<file path="config.mk">
export PLATFORM = sky130hd
export DESIGN_NAME = led_fade_dimmer_gamma_pwm_flat
export DESIGN_NICKNAME = d
export VERILOG_FILES = /design/src/rtl/lfd_pkg.sv /design/src/rtl/lfd_if.sv /design/src/rtl/led_fade_dimmer_gamma_pwm.sv /design/src/rtl/lfd_front.sv /design/src/rtl/lfd_back.sv /design/src/flat_wrapper.sv
export SDC_FILE = /design/constraint.sdc
export NUM_CORES = 2
export LEC_CHECK = 0
export BUFFER_PORTS_ARGS = -buffer_cell sky130_fd_sc_hd__buf_2
export CAP_MARGIN = 30
export CELL_PAD_IN_SITES_DETAIL_PLACEMENT = 0
export CELL_PAD_IN_SITES_GLOBAL_PLACEMENT = 1
export CORE_MARGIN = 10
export CORE_UTILIZATION = 52
export CTS_BUF_LIST = sky130_fd_sc_hd__clkbuf_4
export DETAILED_ROUTE_END_ITERATION = 8
export PLACE_DENSITY = 0.83
export SLEW_MARGIN = 20
export SYNTH_ARGS = -nofsm -noshare
export SYNTH_HDL_FRONTEND = slang
export SYNTH_SLANG_ARGS = --single-unit
</file>
<file path="constraint.sdc">
create_clock -name clk -period 10.5 [get_ports clk]
set_clock_uncertainty 0.05 [all_clocks]
set_input_delay 1.05 -clock clk [delete_from_list [all_inputs] [get_ports clk]]
set_output_delay 1.05 -clock clk [all_outputs]
set_load 0.02 [all_outputs]
</file>
<file path="src/rtl/lfd_pkg.sv">
// Shared types, codes and constants of the LED fade dimmer.
package lfd_pkg;

    localparam logic [6:0] LEVEL_MAX = 7'd100;

    // Request codes carried in req_type.
    localparam logic [2:0] REQ_TICK       = 3'd0;
    localparam logic [2:0] REQ_SET_TARGET = 3'd1;
    localparam logic [2:0] REQ_ADD_STEP   = 3'd2;
    localparam logic [2:0] REQ_ON         = 3'd3;
    localparam logic [2:0] REQ_OFF        = 3'd4;
    localparam logic [2:0] REQ_TOGGLE     = 3'd5;
    localparam logic [2:0] REQ_SET_NOW    = 3'd6;

    // Configuration register indexes and port widths.
    localparam int CFG_INDEX_W = 2;
    localparam int CFG_DATA_W  = 16;
    localparam logic [CFG_INDEX_W-1:0] CFG_PWM_TOP       = 2'd0;
    localparam logic [CFG_INDEX_W-1:0] CFG_FADE_STEP     = 2'd1;
    localparam logic [CFG_INDEX_W-1:0] CFG_TICK_INTERVAL = 2'd2;
    localparam logic [CFG_INDEX_W-1:0] CFG_MEMORY_MIN    = 2'd3;

    // Reset values of the configuration registers and the state.
    localparam logic [15:0] PWM_TOP_RST       = 16'd999;
    localparam logic [14:0] FADE_STEP_RST     = 15'd96;
    localparam logic [15:0] TICK_INTERVAL_RST = 16'd8;
    localparam logic [6:0]  MEMORY_MIN_RST    = 7'd10;
    localparam logic [6:0]  MEMORY_LEVEL_RST  = 7'd70;

    // Depth of the command queue between front and back.
    localparam int QUEUE_DEPTH = 2;

    // Gamma curve: rounding offset, and x / 10000 done as (x >> 4) / 625,
    // the latter as a multiplication by ceil(2^36 / 625) and a shift by 36,
    // exact for every dividend below 2^26.
    localparam logic [30:0] GAMMA_ROUND  = 31'd5000;
    localparam logic [26:0] DIV625_RECIP = 27'd109951163;
    localparam int          DIV625_SHIFT = 36;

    typedef logic [6:0] level_t;

    // One classified command as it waits in the queue.
    typedef struct packed {
        logic [2:0]        op;
        level_t            level;
        logic signed [7:0] step;
        logic [31:0]       now;
    } lfd_cmd_t;

    // Configuration as seen by the back end.
    typedef struct packed {
        logic [15:0] pwm_top;
        logic [14:0] fade_step_q8;
        logic [15:0] tick_interval_ms;
        level_t      memory_min_level;
    } lfd_cfg_t;

    function automatic level_t clamp_level(input logic [7:0] v);
        level_t r;
        if (v > {1'b0, LEVEL_MAX})
        begin
            r = LEVEL_MAX;
        end
        else
        begin
            r = v[6:0];
        end
        return r;
    endfunction

endpackage

</file>
<file path="src/rtl/lfd_if.sv">
// Handshake interfaces for the request and result channels of the dimmer.
interface lfd_req_if;
    logic              valid;
    logic              ready;
    logic [2:0]        req_type;
    logic [7:0]        req_level;
    logic signed [7:0] req_step;
    logic [31:0]       now_ms;

    modport source (output valid, output req_type, output req_level,
                    output req_step, output now_ms, input ready);
    modport sink   (input valid, input req_type, input req_level,
                    input req_step, input now_ms, output ready);
endinterface

interface lfd_res_if;
    logic        valid;
    logic        ready;
    logic [15:0] pwm_compare;
    logic        pwm_write;
    logic [6:0]  current_level;
    logic [6:0]  target_level;
    logic [6:0]  memory_level;
    logic        lamp_on;

    modport source (output valid, output pwm_compare, output pwm_write,
                    output current_level, output target_level,
                    output memory_level, output lamp_on, input ready);
    modport sink   (input valid, input pwm_compare, input pwm_write,
                    input current_level, input target_level,
                    input memory_level, input lamp_on, output ready);
endinterface

</file>
<file path="src/rtl/led_fade_dimmer_gamma_pwm.sv">
// Top level of the single-channel LED dimmer with fade ramp and gamma map.
//
// A dimmer for one LED channel. Each request word (tick, set target, add
// step, on, off, toggle or set now) yields exactly one result word holding
// the PWM compare value for the rounded present level, whether that word
// writes the compare, and the present, target and remembered levels. The
// front end checks and queues requests in a two-word command queue, so a
// new request is taken while the queue has room, even while the back end is
// busy or a result waits to be taken. The back end executes each command
// against the state, then makes three passes through its one shared
// multiplier (level squared, times the span pwm_top - 2, and the reciprocal
// multiply that divides by 10000), then adds two, caps at pwm_top and loads
// the output register. Time for fade ticks is taken from now_ms and compared
// with wrapping 32-bit arithmetic. The four configuration registers are
// written through cfg_write, cfg_index and cfg_data; the user must write
// them only while the block is idle, which the block does not enforce. A
// ramp that never reaches its target leaves the level where it is.
module led_fade_dimmer_gamma_pwm
    import lfd_pkg::*;
#(
    parameter int QUEUE_WORDS = QUEUE_DEPTH
)
(
    input  logic                   clk,
    input  logic                   rst_n,
    input  logic                   cfg_write,
    input  logic [CFG_INDEX_W-1:0] cfg_index,
    input  logic [CFG_DATA_W-1:0]  cfg_data,
    lfd_req_if.sink                req,
    lfd_res_if.source              res
);

    logic [15:0] pwm_top_reg;
    logic [14:0] fade_step_reg;
    logic [15:0] tick_interval_reg;
    level_t      memory_min_reg;

    lfd_cfg_t    cfg;
    lfd_cmd_t    head;
    logic        head_valid;
    logic        head_pop;

    // Configuration registers; every index of the port maps to a register.
    always_ff @(posedge clk or negedge rst_n)
    begin
        if (!rst_n)
        begin
            pwm_top_reg       <= PWM_TOP_RST;
            fade_step_reg     <= FADE_STEP_RST;
            tick_interval_reg <= TICK_INTERVAL_RST;
            memory_min_reg    <= MEMORY_MIN_RST;
        end
        else if (cfg_write)
        begin
            unique case (cfg_index)
                CFG_PWM_TOP:       pwm_top_reg       <= cfg_data;
                CFG_FADE_STEP:     fade_step_reg     <= cfg_data[14:0];
                CFG_TICK_INTERVAL: tick_interval_reg <= cfg_data;
                CFG_MEMORY_MIN:    memory_min_reg    <= cfg_data[6:0];
                default:
                begin
                end
            endcase
        end
    end

    always_comb
    begin
        cfg.pwm_top          = pwm_top_reg;
        cfg.fade_step_q8     = fade_step_reg;
        cfg.tick_interval_ms = tick_interval_reg;
        cfg.memory_min_level = memory_min_reg;
    end

    // Front end: request words are classified and queued.
    lfd_front #(
        .DEPTH (QUEUE_WORDS)
    ) u_front (
        .clk        (clk),
        .rst_n      (rst_n),
        .req        (req),
        .head       (head),
        .head_valid (head_valid),
        .head_pop   (head_pop)
    );

    // Back end: state update, gamma map and the output register.
    lfd_back u_back (
        .clk        (clk),
        .rst_n      (rst_n),
        .cfg        (cfg),
        .head       (head),
        .head_valid (head_valid),
        .head_pop   (head_pop),
        .res        (res)
    );

endmodule

</file>
<file path="src/rtl/lfd_front.sv">
// Front end: takes request words, classifies them and queues the commands.
module lfd_front
    import lfd_pkg::*;
#(
    parameter int DEPTH = QUEUE_DEPTH
)
(
    input  logic        clk,
    input  logic        rst_n,
    lfd_req_if.sink     req,
    output lfd_cmd_t    head,
    output logic        head_valid,
    input  logic        head_pop
);

    localparam int PTR_W = (DEPTH > 1) ? $clog2(DEPTH) : 1;
    localparam int CNT_W = $clog2(DEPTH + 1);
    localparam logic [CNT_W-1:0] FULL_COUNT = CNT_W'(DEPTH);
    localparam logic [PTR_W-1:0] LAST_PTR   = PTR_W'(DEPTH - 1);

    lfd_cmd_t         queue_reg [DEPTH];
    logic [PTR_W-1:0] wr_ptr_reg, wr_ptr_next;
    logic [PTR_W-1:0] rd_ptr_reg, rd_ptr_next;
    logic [CNT_W-1:0] count_reg, count_next;
    lfd_cmd_t         cmd;
    logic             push;
    logic             pop;

    // Levels are clamped here so that the back end sees them in range.
    always_comb
    begin
        cmd.op    = req.req_type;
        cmd.level = clamp_level(req.req_level);
        cmd.step  = req.req_step;
        cmd.now   = req.now_ms;
    end

    assign req.ready  = (count_reg != FULL_COUNT);
    assign push       = req.valid && req.ready;
    assign head_valid = (count_reg != '0);
    assign pop        = head_pop && head_valid;
    assign head       = queue_reg[rd_ptr_reg];

    always_comb
    begin
        wr_ptr_next = wr_ptr_reg;
        rd_ptr_next = rd_ptr_reg;
        count_next  = count_reg;
        if (push)
        begin
            wr_ptr_next = (wr_ptr_reg == LAST_PTR) ? '0 : wr_ptr_reg + 1'b1;
        end
        if (pop)
        begin
            rd_ptr_next = (rd_ptr_reg == LAST_PTR) ? '0 : rd_ptr_reg + 1'b1;
        end
        if (push && !pop)
        begin
            count_next = count_reg + 1'b1;
        end
        else if (pop && !push)
        begin
            count_next = count_reg - 1'b1;
        end
    end

    always_ff @(posedge clk or negedge rst_n)
    begin
        if (!rst_n)
        begin
            wr_ptr_reg <= '0;
            rd_ptr_reg <= '0;
            count_reg  <= '0;
        end
        else
        begin
            wr_ptr_reg <= wr_ptr_next;
            rd_ptr_reg <= rd_ptr_next;
            count_reg  <= count_next;
        end
    end

    always_ff @(posedge clk)
    begin
        if (push)
        begin
            queue_reg[wr_ptr_reg] <= cmd;
        end
    end

endmodule

</file>
<file path="src/rtl/lfd_back.sv">
// Back end: executes queued commands and maps the level to a PWM compare.
module lfd_back
    import lfd_pkg::*;
(
    input  logic        clk,
    input  logic        rst_n,
    input  lfd_cfg_t    cfg,
    input  lfd_cmd_t    head,
    input  logic        head_valid,
    output logic        head_pop,
    lfd_res_if.source   res
);

    localparam logic [2:0] ST_EXEC   = 3'd0;
    localparam logic [2:0] ST_SQUARE = 3'd1;
    localparam logic [2:0] ST_SPAN   = 3'd2;
    localparam logic [2:0] ST_SCALE  = 3'd3;
    localparam logic [2:0] ST_DONE   = 3'd4;

    logic [2:0]  state_reg, state_next;

    level_t      mem_reg, mem_next;
    level_t      goal_reg, goal_next;
    logic [14:0] q8_reg, q8_next;
    logic [31:0] last_reg, last_next;
    logic        write_reg, write_next;
    logic [53:0] product_reg;

    logic        res_valid_reg;
    logic [15:0] res_compare_reg;
    logic        res_write_reg;
    level_t      res_current_reg;
    level_t      res_target_reg;
    level_t      res_memory_reg;
    logic        res_lamp_reg;

    level_t             floor_lvl;
    level_t             mem_on;
    logic signed [8:0]  add_sum;
    level_t             add_lvl;
    level_t             set_lvl;
    logic [31:0]        elapsed;
    logic [14:0]        tq8;
    logic [14:0]        gap;
    logic               exec_go;

    logic [15:0] round_sum;
    level_t      lvl_round;
    logic [15:0] span;
    logic [30:0] biased;
    logic [26:0] mul_a, mul_b;
    logic [53:0] mul_p;
    logic [16:0] curve;
    logic [15:0] compare;
    logic        out_free;

    // ---------------------------------------------------------------
    // Command execution
    // ---------------------------------------------------------------
    assign floor_lvl = (cfg.memory_min_level > LEVEL_MAX) ? LEVEL_MAX
                                                           : cfg.memory_min_level;
    assign mem_on    = (mem_reg < floor_lvl) ? floor_lvl : mem_reg;
    assign add_sum   = $signed({2'b00, goal_reg}) + $signed({head.step[7], head.step});

    always_comb
    begin
        if (add_sum < 0)
        begin
            add_lvl = '0;
        end
        else if (add_sum > $signed({2'b00, LEVEL_MAX}))
        begin
            add_lvl = LEVEL_MAX;
        end
        else
        begin
            add_lvl = add_sum[6:0];
        end
    end

    assign set_lvl = (head.op == REQ_ADD_STEP) ? add_lvl : head.level;
    assign elapsed = head.now - last_reg;
    assign tq8     = {goal_reg, 8'h00};
    assign gap     = (q8_reg < tq8) ? (tq8 - q8_reg) : (q8_reg - tq8);
    assign exec_go = (state_reg == ST_EXEC) && head_valid;
    assign head_pop = exec_go;

    always_comb
    begin
        mem_next   = mem_reg;
        goal_next  = goal_reg;
        q8_next    = q8_reg;
        last_next  = last_reg;
        write_next = write_reg;
        if (exec_go)
        begin
            write_next = 1'b0;
            unique case (head.op)
                REQ_TICK:
                begin
                    if (elapsed >= {16'h0000, cfg.tick_interval_ms})
                    begin
                        last_next = head.now;
                        if (q8_reg != tq8)
                        begin
                            write_next = 1'b1;
                            if (gap <= cfg.fade_step_q8)
                            begin
                                q8_next = tq8;
                            end
                            else if (q8_reg < tq8)
                            begin
                                q8_next = q8_reg + cfg.fade_step_q8;
                            end
                            else
                            begin
                                q8_next = q8_reg - cfg.fade_step_q8;
                            end
                        end
                    end
                end
                REQ_SET_TARGET, REQ_ADD_STEP:
                begin
                    goal_next = set_lvl;
                    if (set_lvl > floor_lvl)
                    begin
                        mem_next = set_lvl;
                    end
                end
                REQ_ON:
                begin
                    mem_next  = mem_on;
                    goal_next = mem_on;
                end
                REQ_OFF:
                begin
                    goal_next = '0;
                end
                REQ_TOGGLE:
                begin
                    if (goal_reg == '0)
                    begin
                        mem_next  = mem_on;
                        goal_next = mem_on;
                    end
                    else
                    begin
                        goal_next = '0;
                    end
                end
                REQ_SET_NOW:
                begin
                    goal_next  = head.level;
                    q8_next    = {head.level, 8'h00};
                    write_next = 1'b1;
                    if (head.level > floor_lvl)
                    begin
                        mem_next = head.level;
                    end
                end
                default:
                begin
                end
            endcase
        end
    end

    // ---------------------------------------------------------------
    // Gamma map on one shared multiplier: L*L, then times the span,
    // then the reciprocal of 625 after the rounding offset and a shift.
    // ---------------------------------------------------------------
    assign round_sum = {1'b0, q8_reg} + 16'd128;
    assign lvl_round = round_sum[14:8];
    assign span      = (cfg.pwm_top >= 16'd2) ? (cfg.pwm_top - 16'd2) : '0;
    assign biased    = {1'b0, product_reg[29:0]} + GAMMA_ROUND;

    always_comb
    begin
        unique case (state_reg)
            ST_SQUARE:
            begin
                mul_a = {20'h00000, lvl_round};
                mul_b = {20'h00000, lvl_round};
            end
            ST_SPAN:
            begin
                mul_a = {13'h0000, product_reg[13:0]};
                mul_b = {11'h000, span};
            end
            ST_SCALE:
            begin
                mul_a = {1'b0, biased[29:4]};
                mul_b = DIV625_RECIP;
            end
            default:
            begin
                mul_a = '0;
                mul_b = '0;
            end
        endcase
    end

    assign mul_p = {27'h0, mul_a} * {27'h0, mul_b};

    assign curve = {1'b0, product_reg[DIV625_SHIFT+15:DIV625_SHIFT]} + 17'd2;

    always_comb
    begin
        if (lvl_round == '0)
        begin
            compare = '0;
        end
        else if (curve > {1'b0, cfg.pwm_top})
        begin
            compare = cfg.pwm_top;
        end
        else
        begin
            compare = curve[15:0];
        end
    end

    assign out_free = !res_valid_reg || res.ready;

    always_comb
    begin
        state_next = state_reg;
        unique case (state_reg)
            ST_EXEC:
            begin
                if (head_valid)
                begin
                    state_next = ST_SQUARE;
                end
            end
            ST_SQUARE: state_next = ST_SPAN;
            ST_SPAN:   state_next = ST_SCALE;
            ST_SCALE:  state_next = ST_DONE;
            ST_DONE:
            begin
                if (out_free)
                begin
                    state_next = ST_EXEC;
                end
            end
            default:   state_next = ST_EXEC;
        endcase
    end

    always_ff @(posedge clk or negedge rst_n)
    begin
        if (!rst_n)
        begin
            state_reg     <= ST_EXEC;
            mem_reg       <= MEMORY_LEVEL_RST;
            goal_reg      <= '0;
            q8_reg        <= '0;
            last_reg      <= '0;
            write_reg     <= 1'b0;
            res_valid_reg <= 1'b0;
        end
        else
        begin
            state_reg <= state_next;
            mem_reg   <= mem_next;
            goal_reg  <= goal_next;
            q8_reg    <= q8_next;
            last_reg  <= last_next;
            write_reg <= write_next;
            if ((state_reg == ST_DONE) && out_free)
            begin
                res_valid_reg <= 1'b1;
            end
            else if (res.ready)
            begin
                res_valid_reg <= 1'b0;
            end
        end
    end

    always_ff @(posedge clk)
    begin
        if ((state_reg == ST_SQUARE) || (state_reg == ST_SPAN) || (state_reg == ST_SCALE))
        begin
            product_reg <= mul_p;
        end
        if ((state_reg == ST_DONE) && out_free)
        begin
            res_compare_reg <= compare;
            res_write_reg   <= write_reg;
            res_current_reg <= lvl_round;
            res_target_reg  <= goal_reg;
            res_memory_reg  <= mem_reg;
            res_lamp_reg    <= (goal_reg != '0) || (q8_reg != '0);
        end
    end

    assign res.valid         = res_valid_reg;
    assign res.pwm_compare   = res_compare_reg;
    assign res.pwm_write     = res_write_reg;
    assign res.current_level = res_current_reg;
    assign res.target_level  = res_target_reg;
    assign res.memory_level  = res_memory_reg;
    assign res.lamp_on       = res_lamp_reg;

endmodule
</file>
<file path="src/flat_wrapper.sv">
// flat-port wrapper written by rule: the top's interface ports become plain ports
module led_fade_dimmer_gamma_pwm_flat import lfd_pkg::*;
#(
    parameter int QUEUE_WORDS = QUEUE_DEPTH
)
  (clk, rst_n, cfg_write, cfg_index, cfg_data, req_valid, req_req_type, req_req_level, req_req_step, req_now_ms, req_ready, res_valid, res_pwm_compare, res_pwm_write, res_current_level, res_target_level, res_memory_level, res_lamp_on, res_ready);
  lfd_req_if req_i ();
  lfd_res_if res_i ();
  input  logic clk;
  input  logic rst_n;
  input  logic cfg_write;
  input  logic [CFG_INDEX_W-1:0] cfg_index;
  input  logic [CFG_DATA_W-1:0] cfg_data;
  input wire logic [$bits(req_i.valid)-1:0] req_valid;
  input wire logic [$bits(req_i.req_type)-1:0] req_req_type;
  input wire logic [$bits(req_i.req_level)-1:0] req_req_level;
  input wire logic [$bits(req_i.req_step)-1:0] req_req_step;
  input wire logic [$bits(req_i.now_ms)-1:0] req_now_ms;
  output wire logic [$bits(req_i.ready)-1:0] req_ready;
  output wire logic [$bits(res_i.valid)-1:0] res_valid;
  output wire logic [$bits(res_i.pwm_compare)-1:0] res_pwm_compare;
  output wire logic [$bits(res_i.pwm_write)-1:0] res_pwm_write;
  output wire logic [$bits(res_i.current_level)-1:0] res_current_level;
  output wire logic [$bits(res_i.target_level)-1:0] res_target_level;
  output wire logic [$bits(res_i.memory_level)-1:0] res_memory_level;
  output wire logic [$bits(res_i.lamp_on)-1:0] res_lamp_on;
  input wire logic [$bits(res_i.ready)-1:0] res_ready;
  assign req_i.valid = req_valid;
  assign req_i.req_type = req_req_type;
  assign req_i.req_level = req_req_level;
  assign req_i.req_step = req_req_step;
  assign req_i.now_ms = req_now_ms;
  assign req_ready = req_i.ready;
  assign res_valid = res_i.valid;
  assign res_pwm_compare = res_i.pwm_compare;
  assign res_pwm_write = res_i.pwm_write;
  assign res_current_level = res_i.current_level;
  assign res_target_level = res_i.target_level;
  assign res_memory_level = res_i.memory_level;
  assign res_lamp_on = res_i.lamp_on;
  assign res_i.ready = res_ready;
  led_fade_dimmer_gamma_pwm #(.QUEUE_WORDS(QUEUE_WORDS)) u_core (.clk(clk), .rst_n(rst_n), .cfg_write(cfg_write), .cfg_index(cfg_index), .cfg_data(cfg_data), .req(req_i), .res(res_i));
endmodule
</file>
==> reports/qor.csv <==
metric;value;unit
drtAntennaViolNets;0;
period_minus_slack;9960;ps
syn2layout_area_growth;8.92;%
cp_data_arrival_time;10530;ps
status;finished clean;
maxCapViolations;0;
setup_viol;0;
dr_total_vias;27050;
crit_fanout;12;
core;0.0704;mm2
clkSlewWorstSetupHoldPaths;60;ps
cts.path.max_buffers;3;
finalCritPeriodShare;0.949;
synth_area_per_cell;9.85;um2
cts.repair.resized;0;
hold_viol_final;0;
synthArstFlopShare;0.401;
startpoint_type;register;
slew_viol_final;0;
insertion_delay;870;ps
critPathMostFrequentCell;fa_1;
hold_buffers;0;
tightest_slew;950;ps
ys_warn_count;0;
ys.flop_type;edfxtp_1;
cp_slowest_cell;xor2_1;
finalNonFillerCells;5034;
gp_congestion;0.944;
drtIter0Drc;1789;
path_class;register to register;
cts_root_buf;clkbuf_4;
dp_cells;4865;
cts.htree.levels;3;
rsz0062_at_grt;false;
cts_made_buffers;87;
wl_per_cell;19.4;um
max_stage_delay;750;ps
cts_setup_buffers;0;
clock-sinks;309;
grt_first_pass_wirelength;156000;um
largest_register_ffs;100;
grt_pass1_vias;28410;
port_buffers;114;
grt-ovfl-total;0;
grt_usage;0.241;
drt_first_pass_iters;5;
drcViolationCount;0;
critPathRequiredTime;11070;ps
tns;0;ps
final_core_util;0.575;
layout-drive-gt1-share;0.122;
nets;4945;
antenna_found_initial;4;
synth_area;0.0371;mm2
hold_path_class;input port to asynchronous set/reset pin;
dieArea;0.0825;mm2
yosysSeqAreaShare;0.234;
ys_seq_elements;309;
die_x;287;um
finalInstanceArea;0.0405;mm2
dpl_cell_area;0.0392;mm2
cts_tree;built;
post_drt_via_cell_ratio;5.37;
hpwl;80500;um
fmax;0.100;GHz
num_rows;97;
die-height;287;um
wirelength;97400;um
max_slew_margin;0.365;
io-pin-count;115;
start_util;0.528;
grt_max_degree;80;
syn_inst;3773;
end_kind;register;
yosysUniqueCellTypes;87;
synth-edff-count;185;
final cells by class:
cell class | instances | area (um2)
fill | 6383 | 29900
clock inverter | 31 | 194
tap | 940 | 1180
clock buffer | 132 | 991
timing repair buffer | 171 | 1020
sequential | 309 | 8680
multi-input combinational | 2671 | 25500
inverter | 777 | 2920
antenna | 3 | 7.51
metrics by stage:
stage | setup WS (ps) | hold slack, ps
2_1_floorplan | 1690 | 375
3_3_place_gp | 881 | 388
3_5_place_dp | 663 | 393
4_1_cts | 632 | 148
5_1_grt | 60.5 | 185
6_report | 538 | 163
cell usage in the layout (no fill, tap or decap), types with 44 or more instances in the layout:
cell / count
inv_1: 777
fa_1: 470
ha_1: 384
nand2_1: 285
nor2_1: 264
edfxtp_1: 185
a21oi_1: 135
clkbuf_4: 134
xnor2_1: 114
buf_2: 113
dfrtp_1: 107
nand2b_1: 103
o21ai_0: 102
mux2_2: 99
conb_1: 72
buf_4: 53
xor2_1: 49
nor3_1: 47
nand3_1: 44
a21o_1: 44
cell families after synthesis:
| logic type | after synthesis | synth area share |
|---|---|---|
| DFF | 309 | 0.234 |
| and+or+nand+nor | 915 | 0.116 |
| muxes | 159 | 0.0493 |
| other | 2 | 0.000202 |
| xor gates and xnor gates | 163 | 0.0384 |
| adders and majority gates | 854 | 0.383 |
| buffers and inverters | 863 | 0.0893 |
| AOI/OAI and AO/OA | 508 | 0.0902 |
metal layers:
layer  up-vias  track usage  routed length, um
li1      12777            -                  -
met1     13298        0.320              42500
met2       808        0.386              44900
met3       165       0.0520               6760
met4         2       0.0839               3270
met5         -            0                 12
worst max-delay path, delay by kind of cell, from the launching register on:
kind / cells / cell delay [ps]
XOR/XNOR: 2 / 820
buffers and inverters: 2 / 100
adder cells (fa/ha/maj): 9 / 4320
AND/OR/NAND/NOR: 8 / 1780
AO/OA/AOI/OAI: 10 / 2230
flip-flops: 1 / 420
Yosys cell counts, drive strengths merged (6+ instances only):
| cell | instances | area (um2) |
|---|---|---|
| mux2 | 122 | 1460 |
| or3 | 9 | 56.3 |
| o21ai | 115 | 579 |
| inv | 777 | 2920 |
| a221oi | 10 | 100 |
| o31a | 6 | 52.6 |
| a211o | 9 | 80.1 |
| a21oi | 137 | 693 |
| ha | 384 | 4800 |
| o2bb2ai | 10 | 87.6 |
| nor2 | 266 | 998 |
| or2 | 14 | 87.6 |
| and4 | 7 | 61.3 |
| mux2i | 37 | 370 |
| nand3b | 7 | 52.6 |
| a211oi | 13 | 97.6 |
| a31oi | 25 | 171 |
| o21bai | 21 | 158 |
| o31ai | 7 | 52.6 |
| nand3 | 44 | 220 |
| and3 | 21 | 131 |
| buf | 19 | 149 |
| o21a | 29 | 218 |
| clkbuf | 67 | 251 |
| xnor2 | 114 | 998 |
| and2 | 20 | 128 |
| or4 | 10 | 75.1 |
| edfxtp | 185 | 5560 |
| nor2b | 22 | 138 |
| nor3 | 47 | 235 |
| xor2 | 49 | 429 |
| nand2b | 103 | 644 |
| a2111oi | 10 | 119 |
| nand4 | 37 | 246 |
| dfstp | 16 | 420 |
| o22ai | 7 | 43.8 |
| nor4 | 12 | 90.1 |
| nor3b | 6 | 45.0 |
| a21o | 44 | 330 |
| dfrtp | 108 | 2700 |
| fa | 470 | 9410 |
| o211ai | 18 | 135 |
| nand2 | 285 | 1070 |
final timing paths:
check / from / endpoint / slack (ps) / depth (start not counted)
setup / recovery: u_core.u_back.product_reg[3] / u_core.u_back.product_reg[49] / 540 / 31
hold / removal: rst_n / u_core.u_back.write_reg / 160 / 1
setup reg to reg: u_core.u_back.product_reg[3] / u_core.u_back.product_reg[49] / 540 / 31
hold reg to reg: u_core.u_back.write_reg / u_core.u_back.res.pwm_write / 410 / 0
max in group asynchronous: rst_n / u_core.fade_step_reg[14] / 8930 / 2
min in group clk: req_req_step[7] / u_core.u_front.queue_reg[1][39] / 320 / 1
Power is not shown: default switching activity piles up to over one toggle a cycle in this logic, so the estimate is an artifact.
